<file path="src/rtl/sowd_cell.sv">
`timescale 1ns / 1ps
// One window cell: holds one earlier point of both combined values.
// Uses no package; its shift enable comes from the sequencer in the top level.
module sowd_cell (
  input  logic               clk,
  input  logic               rst_n,
  input  logic               shift_en,
  input  logic signed [47:0] d_first,
  input  logic signed [47:0] d_second,
  output logic signed [47:0] q_first,
  output logic signed [47:0] q_second
);

  logic signed [47:0] first_r;
  logic signed [47:0] second_r;

  always_ff @(posedge clk) begin
    if (!rst_n) begin
      first_r  <= '0;
      second_r <= '0;
    end else if (shift_en) begin
      first_r  <= d_first;
      second_r <= d_second;
    end
  end

  assign q_first  = first_r;
  assign q_second = second_r;

endmodule

</file>
<file path="config.mk">
export PLATFORM = sky130hd
export DESIGN_NAME = sowd_cell
export DESIGN_NICKNAME = d
export VERILOG_FILES = /design/src/rtl/sowd_cell.sv
export SDC_FILE = /design/constraint.sdc
export NUM_CORES = 1
export LEC_CHECK = 0
export BUFFER_PORTS_ARGS = -buffer_cell sky130_fd_sc_hd__clkbuf_2
export CAP_MARGIN = 40
export CORE_UTILIZATION = 40
export CTS_CLUSTER_DIAMETER = 80
export DETAILED_ROUTE_END_ITERATION = 6
export PLACE_DENSITY = 0.85
export SYNTH_ARGS = -nofsm -noshare
export SYNTH_HDL_FRONTEND = slang
export SYNTH_SLANG_ARGS = --single-unit
</file>
<file path="constraint.sdc">
create_clock -name clk -period 0.8 [get_ports clk]
set_input_delay 0.08 -clock clk [delete_from_list [all_inputs] [get_ports clk]]
set_output_delay 0.08 -clock clk [all_outputs]
set_load 0.02 [all_outputs]
</file>
== Yosys cells after proc, flatten, opt, wreduce, memory -nomap -nowiden ==
Index checks and enable logic that the tools add are counted.

* Word-level logic and storage cells: 2
* Bits in registers: 96
* Input port bits: 99
* Output and inout bits: 96

== Longest topological paths before layout ==
Gate-level depths: netlist of run 1.

* Depth after elaboration: 0
* Gate-level depth with buffers: 5
* Depth with buffers taken out: 2

== Least setup slack after synthesis of run 1 ==
No wires, ideal clock.

* Kind: input-to-reg
* From: in shift_en
* To: reg first_r[10] (netlist: q_first[10])
* Slack: -0.034 ns
* Library setup time: 0.116 ns
* Data required time: 0.684 ns
* Path buffers: 3
* Data arrival time: 0.718 ns
* Cell stages on the path: 5
* Cell sequence: buf_4 buf_8 buf_12 mux2i_1 nor2b_1

{| class="wikitable"
|+ RTL lines
! what !! line !! RTL
|-
| start, declared || 7 || <nowiki>input logic shift_en,</nowiki>
|-
| end signal, assigned || 22 || <nowiki>first_r <= d_first;</nowiki>
|-
| end, declared || 14 || <nowiki>logic signed [47:0] first_r;</nowiki>
|}

== Worst setup path after layout of run 1 ==
* From: reg second_r[22] (netlist: q_second[22])
* To: out q_second[22]

{| class="wikitable"
|+ RTL lines
! what !! line !! RTL
|-
| start, declared || 15 || <nowiki>logic signed [47:0] second_r;</nowiki>
|-
| start signal, assigned || 23 || <nowiki>second_r <= d_second;</nowiki>
|-
| end, declared || 11 || <nowiki>output logic signed [47:0] q_second</nowiki>
|}

No word-level cell between the ends.

==> flow_metrics.tcl, run 1 <==
set metrics [dict create \
    status "finished, violations left" \
    violations "design-rule violations, negative hold slack, negative setup slack" \
    drt_pass1_iterations 7 \
    cp-start-kind "register" \
    grt_pass1_vias 3681 \
    highest_layer "met4" \
    holdCritStartpoint "d_first[34]" \
    path_buf_inv 1 \
    io_pins 195 \
    period_share 1.18 \
    syn-cell-area_sq_um 3660 \
    nNetsFinal 692 \
    cpPeakStageDelay_ns 0.38 \
    rows 34 \
    relSlewSlack 0.818 \
    ant_nets 0 \
    fmax_mhz 1060 \
    grt_pass1_wl_mm 18.7 \
    yosys.area.top_type_share 0.525 \
    synth_edf_count 0 \
    globalplace.congestion 0.690 \
    yosysUniqueCellTypes 8 \
    drc 52 \
    placed_cell_area_sq_um 4710 \
    critPathCaptureType "output port" \
    power.clock.fraction 0.302 \
    critPathKind "register to output port" \
    synthTopCellsByCount "dfxtp_1 (96), mux2i_1 (96), nor2b_1 (96)" \
    cpMaxStageDelayCell "dfxtp_2" \
    finalSetupViolations 102 \
    worst_hold_path.endpoint "q_first[34]" \
    whs_path_depth 3 \
    fin_ws_ns -0.141 \
    p_comb_frac 0.232 \
    met1Wirelength_mm 4.77 \
    worst_slew_pin_slew_ns 0.266 \
    grt_setup_unrepaired "true" \
    wirelength_mm 13.2 \
    min_path_type "primary input to register" \
    die_w_um 97.7 \
    dr_wl_met2_mm 6.81 \
    p_seq_frac 0.466 \
    maxCapViolCount 0 \
    htree_levels 3 \
    finalInstanceArea_sq_um 6940 \
    io_buffer_count 194 \
    die_h_um 97.7 \
    intPower_mw 8.58 \
    hold_slack_ns -0.00511 \
    clkSinkCount 96 \
    final_util 0.788 \
    drtIter0Drc 98 \
    r2r-end "q_second[0]" \
    post-route-min-period_ns 0.941 \
    cts-root-buf "clkbuf_8" \
    synth_area_leader_cell "dfxtp_1" \
    grt_usage 0.252 \
    critPathMaxFanout 2 \
    fp.dieArea_sq_um 9540 \
    synth_nets 408 \
    p_sw_frac 0.261 \
    cp_top_family "flip-flops" \
    initial_core_util 0.416 \
    power_density_nw_per_um2 1670 \
    cp_data_arrival_time_ns 0.86 \
    antenna_found_initial 0 \
    met3WireLength_mm 1.02 \
    synth_ff_type "dfxtp_1" \
    viasPerCell 4.85 \
    yosysWarnings 0 \
    drive_gt1_frac 0.564 \
    ys_top_cells_by_area "dfxtp_1 (52%), mux2i_1 (26%), nor2b_1 (16%)" \
    crit_chain "buf_8" \
    cts_max_path_buffers 2 \
    cts_buffers 9 \
    r2r_slack_ns -0.08 \
    reg2reg_depth 3 \
    vias 3427 \
    ys_async_sr_fraction 0 \
    p_leak_nw 3.24 \
    yosysSeqAreaShare 0.525 \
    gr-total-overflow 0 \
    p_switching_mw 3.04 \
    synth-seq-cells 96 \
    cts_tree "yes" \
    grt_max_degree 50 \
    finClkSkew_ns 0 \
    clock_latency_ns 0.35 \
    r2r-start "q_second[0]" \
    finalMaxSlewViolations 0 \
    p_total_mw 11.6 \
    path_clk_slew_ns 0.10 \
    detail_route.wl_per_cell_um 18.6 \
    synth.avg_cell_area_sq_um 11.9 \
    hold_viol 1 \
    dp_hpwl_mm 6.05 \
    postSynthCellCount 309 \
    area_delta_synth_final_pct 89.4 \
    core_area_sq_um 8810 \
    critPathRequiredTime_ns 0.72 \
    peakVddDrop_mv 1.06 \
]
-- placed cells by master, fill, tap and decap left out, drive strengths merged --
cell type	n
buf	127
mux2i	96
dlygate4sd3	70
bufinv	2
dfxtp	96
clkbuf	109
diode	1
clkinv	2
nor2b	96
-- cell families (layout without fill, tap and decap cells) --
kind of cell	count (synthesis)	count (layout)	synth area share
DFF	96	96	0.525
buffers and inverters	21	310	0.0489
other	0	1	0
muxes	96	96	0.262
and+or+nand+nor	96	96	0.164
-- state kept, by name, indices dropped and copies added (netlist names) --
register	count
q_first	48
q_second	48
-- power groups by stage --
stage / combinational, mW / sequential (mW) / clock (mW)
after floorplan: 0.682 / 5.66 / 0
final: 2.69 / 5.41 / 3.51
after global placement: 1.59 / 5.31 / 0
after CTS: 2.35 / 5.31 / 3.56
after global routing: 2.82 / 5.44 / 3.82
after detailed placement: 1.65 / 5.32 / 0
-- worst max path at each step --
stage | cells after the start | from | to | slack [ns]
floorplan | 5 | shift_en | q_first[10] | 0.01
global placement | 4 | shift_en | q_first[44] | -0.08
detailed placement | 4 | shift_en | q_first[7] | -0.15
CTS | 1 | q_first[14] | q_first[14] | -0.14
global route | 1 | q_second[22] | q_second[22] | -0.18
finish | 1 | q_second[22] | q_second[22] | -0.14
-- final cells by class --
class	count	area, sq um
Timing Repair Buffer	294	2940
Antenna cell	1	2.50
Tap cell	108	135
Clock buffer	12	145
Multi-Input combinational cell	192	1580
Fill cell	429	1870
Sequential cell	96	2050
Clock inverter	4	77.6
-- routing by layer --
layer | track usage | vias to the layer above
li1 | - | 1584
met1 | 0.261 | 1602
met2 | 0.464 | 194
met3 | 0.0705 | 47
met4 | 0.122 | 0
met5 | 0 | -
-- stage by stage --
| stage | setup slack, ns | instances | TNS (ns) |
|---|---|---|---|
| floorplan | 0.0126 | 309 | 0 |
| global placement | -0.0817 | 599 | -4.19 |
| detailed placement | -0.150 | 599 | -8.57 |
| CTS | -0.141 | 691 | -12.04 |
| global route | -0.178 | 706 | -14.00 |
| finish | -0.141 | 707 | -10.33 |
-- repair_timing --
action,4_1_cts,5_1_grt
hold buffers,69,1
resized for setup,278,113
pin swaps,0,0
setup buffers,7,14
endpoints found under the setup margin,96,101
hold endpoints to repair,69,1
(Power assumes the default switching activity.)
==> inputs of run 2 (changes only) <==
ABC_AREA = 1   (was default)
CORE_UTILIZATION = 42   (was 40)
PLACE_DENSITY = 0.87   (was 0.85)
==> run 2 against run 1 <==
  * The run ends with negative setup slack left
  * Utilization rose by 0.081 points
  * Setup slack improved by 0.016 ns
  * Maximum frequency rose by 1.8%
==> flow_metrics.tcl, run 2 <==
set metrics [dict create \
    min_path_type "primary input to register" \
    grt_setup_unrepaired "true" \
    nNetsFinal 992 \
    dp_slack_ns -0.00713 \
    critPathCaptureType "output port" \
    critPathRequiredTime_ns 0.72 \
    rows 35 \
    ys_top_cells_by_area "dfxtp_1 (48%), nand2_1 (18%), nor2_1 (18%)" \
    critPathMaxFanout 2 \
    r2r_slack_ns 0.02 \
    synth_area_leader_cell "dfxtp_1" \
    regArea_sq_um 2040 \
    globalplace.congestion 0.761 \
    fin_ws_ns -0.124 \
    power_density_nw_per_um2 1640 \
    detail_route.wl_per_cell_um 14.4 \
    grt_pass1_vias 4759 \
    path_buf_inv 1 \
    synth.avg_cell_area_sq_um 6.64 \
    cp_top_family "flip-flops" \
    relSlewSlack 0.856 \
    drc 0 \
    final_common_cell "nand2_1" \
    hold_viol 0 \
    final_util 0.789 \
    critPathKind "register to output port" \
    drtIter0Drc 136 \
    cts_max_path_buffers 2 \
    cp_data_arrival_time_ns 0.84 \
    ant_nets 0 \
    crit_chain "buf_8" \
    synth_ff_type "dfxtp_1" \
    htree_levels 3 \
    io_buffer_count 194 \
    ys_async_sr_fraction 0 \
    clock_latency_ns 0.34 \
    yosysWarnings 0 \
    fp.dieArea_sq_um 10000 \
    synth_edf_count 0 \
    fmax_mhz 1080 \
    grt_pass1_wl_mm 21.7 \
    post-route-min-period_ns 0.924 \
    cts_tree "yes" \
    finClkSkew_ns 0 \
    die_h_um 100 \
    violations "negative setup slack" \
    fillers 545 \
    wirelength_mm 14.8 \
    antenna_cells 0 \
    yosysUniqueCellTypes 6 \
    drive_gt1_frac 0.369 \
    synth_nets 707 \
    postSynthCellCount 608 \
    status "finished, violations left" \
    synth-seq-cells 96 \
    grt_max_degree 37 \
    clkSinkCount 96 \
    area_delta_synth_final_pct 81.2 \
    syn-cell-area_sq_um 4040 \
    cts-root-buf "clkbuf_8" \
    mostFrequentLayoutCells "nand2_1 (192), nor2_1 (191)" \
    initial_core_util 0.435 \
    yosys.area.top_type_share 0.476 \
    drt_pass1_iterations 4 \
    cpPeakStageDelay_ns 0.38 \
    finalMaxSlewViolations 0 \
    path_clk_slew_ns 0.10 \
    antenna_found_initial 0 \
    cts_buffers 9 \
    gr-total-overflow 0 \
    multiInputGateArea_sq_um 1440 \
    vias 4661 \
    cp-start-kind "register" \
    cpMaxStageDelayCell "dfxtp_2" \
    synthTopCellsByCount "nand2_1 (192), nor2_1 (192), dfxtp_1 (96), inv_1 (96), buf_6 (25)" \
    peakVddDrop_mv 0.939 \
    io_pins 195 \
    die_w_um 100 \
    core_area_sq_um 9280 \
    finalSetupViolations 96 \
    grt_usage 0.278 \
    dp_hpwl_mm 6.59 \
    yosysSeqAreaShare 0.476 \
    maxCapViolCount 0 \
    worst_slew_pin_slew_ns 0.216 \
    viasPerCell 4.54 \
    p_leak_nw 3.97 \
    period_share 1.16 \
]
## run 2: kinds of logic after synthesis
kind of cell           Yosys count  share of synthesized area
buffers and inverters          128                      0.168
DFF                             96                      0.476
and+or+nand+nor                384                      0.357
## run 2: final timing paths
kind / startpoint / end / cells after the start
max: q_first[29] / q_first[29] / 1
min: d_first[47] / q_first[47] / 5
max reg2reg: q_second[1] / q_second[1] / 3
min reg2reg: q_second[41] / q_second[41] / 2
## run 2: layout make-up
cell class,instances,share of cell area
Timing Repair Buffer,306,0.423
Clock buffer,11,0.0207
Clock inverter,5,0.00871
Inverter,96,0.0492
Tap cell,129,0.0220
Multi-Input combinational cell,384,0.197
Sequential cell,96,0.279
## run 2: timing repair
item,4_1_cts,5_1_grt
buffers inserted,1,12
endpoints found under the setup margin,96,97
resized for setup,286,97
hold endpoints to repair,88,0
hold buffers,88,0
## run 2: report_power, final
group / total (mW) / internal, mW / switching (mW)
sequential: 5.51 / 5.19 / 0.322
combinational: 3.13 / 1.70 / 1.43
clock: 3.34 / 1.64 / 1.70
total: 12.0 / 8.52 / 3.45
## run 2: metal layers
metal	track usage	share of wire	vias to the layer above
met5	0	0	-
met3	0.0954	0.082	78
met1	0.267	0.36	2078
met4	0.182	0.062	0
li1	-	-	2278
met2	0.504	0.50	227
## run 2: through the flow
| step | std cells | total power [mW] | hold WS, ns | instance area, sq um | setup TNS (ns) |
|---|---|---|---|---|---|
| final | 1027 | 12.0 | 0.0265 | 7320 | -9.28 |
| after global routing | 1027 | 12.5 | 0.0463 | 7320 | -12.87 |
| after CTS | 1015 | 11.6 | 0.00156 | 7110 | -12.69 |
| after detailed placement | 910 | 7.33 | 0.361 | 5040 | -0.00713 |
| after global placement | 910 | 7.29 | 0.357 | 5040 | 0 |
| after floorplan | 608 | 6.65 | 0.268 | 4040 | 0 |
==> inputs of run 3 (changes only) <==
CTS_BUF_LIST = sky130_fd_sc_hd__clkbuf_16   (was default)
CTS_CLUSTER_DIAMETER = 200   (was 80)
GPL_TIMING_DRIVEN = 1   (was default)
==> run 3 against run 2 <==
  * The flow still finishes with violations (negative setup slack)
  * Highest routed layer unchanged
  * Cell area fell by 11%
  * Utilization fell by 8.3 points
  * Largest cell class unchanged
  * Non-clock buffer count fell by 86
  * First-iteration DRC count rose by 9.6%
  * Maximum frequency rose by 4.5%
  * Critical path depth did not move
==> flow_metrics.tcl, run 3 (synthesis results as in run 2) <==
set metrics [dict create \
    status "finished, violations left" \
    violations "negative setup slack" \
    crit_chain "buf_8" \
    min_path_type "primary input to register" \
    hold_viol 0 \
    finalMaxSlewViolations 0 \
    mostFrequentLayoutCells "nand2_1 (192), nor2_1 (191)" \
    critPathCaptureType "output port" \
    nNetsFinal 906 \
    antenna_cells 0 \
    cp.depth 1 \
    core_area_sq_um 9280 \
    area_delta_synth_final_pct 62.1 \
    wirelength_mm 11.5 \
    cp_data_arrival_time_ns 0.80 \
    io_pins 195 \
    cpPeakStageDelay_ns 0.36 \
    ant_nets 0 \
    clkSinkCount 96 \
    reg2reg_depth 3 \
    multiInputGateArea_sq_um 1440 \
    cp-start-kind "register" \
    relSlewSlack 0.857 \
    fillers 704 \
    dp_slack_ns -0.00713 \
    die_h_um 100 \
    cts-root-buf "clkbuf_16" \
    holdCritStartpoint "d_second[41]" \
    finalSetupViolations 96 \
    drive_gt1_frac 0.401 \
    rows 35 \
    fp.dieArea_sq_um 10000 \
    worstSetupEndpoint "q_first[29]" \
    antenna_found_initial 0 \
    placed_cell_area_sq_um 5040 \
    r2r-end "q_first[21]" \
    path_buf_inv 1 \
    fin_ws_ns -0.0845 \
    crit_start "q_first[29]" \
    drtIter0Drc 149 \
    cpMaxStageDelayCell "dfxtp_2" \
    gr-total-overflow 0 \
    r2r-start "q_first[21]" \
    finalInstanceArea_sq_um 6550 \
    grt_usage 0.221 \
    period_share 1.11 \
    critPathKind "register to output port" \
    grt_setup_unrepaired "true" \
    cts_buffers 9 \
    vias 4106 \
    viasPerCell 4.36 \
    path_clk_slew_ns 0.07 \
    globalplace.congestion 0.761 \
    critPathMaxFanout 2 \
    finClkSkew_ns 0 \
    worst_slew_pin_slew_ns 0.215 \
    htree_levels 3 \
    critPathRequiredTime_ns 0.72 \
    dp_hpwl_mm 6.59 \
    r2r_slack_ns 0.07 \
    drc 0 \
    drt_pass1_iterations 4 \
    peakVddDrop_mv 1.01 \
    grt_pass1_wl_mm 17.6 \
    die_w_um 100 \
    io_buffer_count 194 \
    initial_core_util 0.435 \
    final_common_cell "nand2_1" \
    grt_pass1_vias 3903 \
    cts_max_path_buffers 2 \
    maxCapViolCount 0 \
    clock_latency_ns 0.32 \
    post-route-min-period_ns 0.884 \
    cp_top_family "flip-flops" \
    cts_tree "yes" \
    p_leak_nw 3.64 \
    regArea_sq_um 2040 \
    detail_route.wl_per_cell_um 12.2 \
    fmax_mhz 1130 \
    power_density_nw_per_um2 1890 \
    grt_max_degree 37 \
]
-- run 3: report_power, final --
part	total, mW	internal [mW]	switching (mW)
Sequential	5.50	5.19	0.306
Clock	4.21	2.42	1.78
Combinational	2.70	1.42	1.27
-- run 3: metrics by stage --
step	total power, mW	TNS, ns	util	hold slack, ns	cells
6_report	12.4	-6.02	0.706	0.0172	941
4_1_cts	12.2	-9.14	0.687	0.000240	934
2_1_floorplan	6.65	0	-	0.268	608
5_1_grt	13.0	-9.37	0.706	0.0201	941
3_5_place_dp	7.33	-0.00713	0.543	0.361	910
3_3_place_gp	7.29	0	0.543	0.357	910
-- run 3: per-layer routing --
layer,track usage,share of wire
met1,0.243,0.39
met2,0.405,0.51
met3,0.0648,0.087
met4,0.0747,0.015
met5,0,0
-- run 3: cell type report --
| cell class | count | area share |
|---|---|---|
| timing repair buffer | 220 | 0.343 |
| inverter | 96 | 0.0550 |
| sequential | 96 | 0.312 |
| multi-input combinational | 384 | 0.220 |
| clock buffer | 9 | 0.0344 |
| clock inverter | 7 | 0.0109 |
| tap | 129 | 0.0246 |
-- run 3: worst min path at each step --
stage / endpoint / slack (ns) / depth (start not counted)
after floorplan: q_first[0] / 0.27 / 4
after CTS: q_first[7] / 0.0002 / 5
final: q_second[41] / 0.02 / 5
after global routing: q_second[7] / 0.02 / 5
after global placement: q_second[23] / 0.36 / 5
after detailed placement: q_second[28] / 0.36 / 5
-- run 3: tightest hold or removal path, cell delays in order --
cell and delay [ns]:
clkbuf_2 0.08, inv_1 0.04, nand2_1 0.04, nand2_1 0.05
nor2_1 0.03
-- run 3: timing repair --
| action | in CTS | in global routing |
|---|---|---|
| setup buffers | 3 | 7 |
| endpoints found under the hold margin | 5 | 0 |
| gates cloned | 0 | 0 |
| resized for setup | 286 | 97 |
| setup endpoints to repair | 96 | 96 |
| pin swaps | 0 | 0 |
| hold buffers | 5 | 0 |
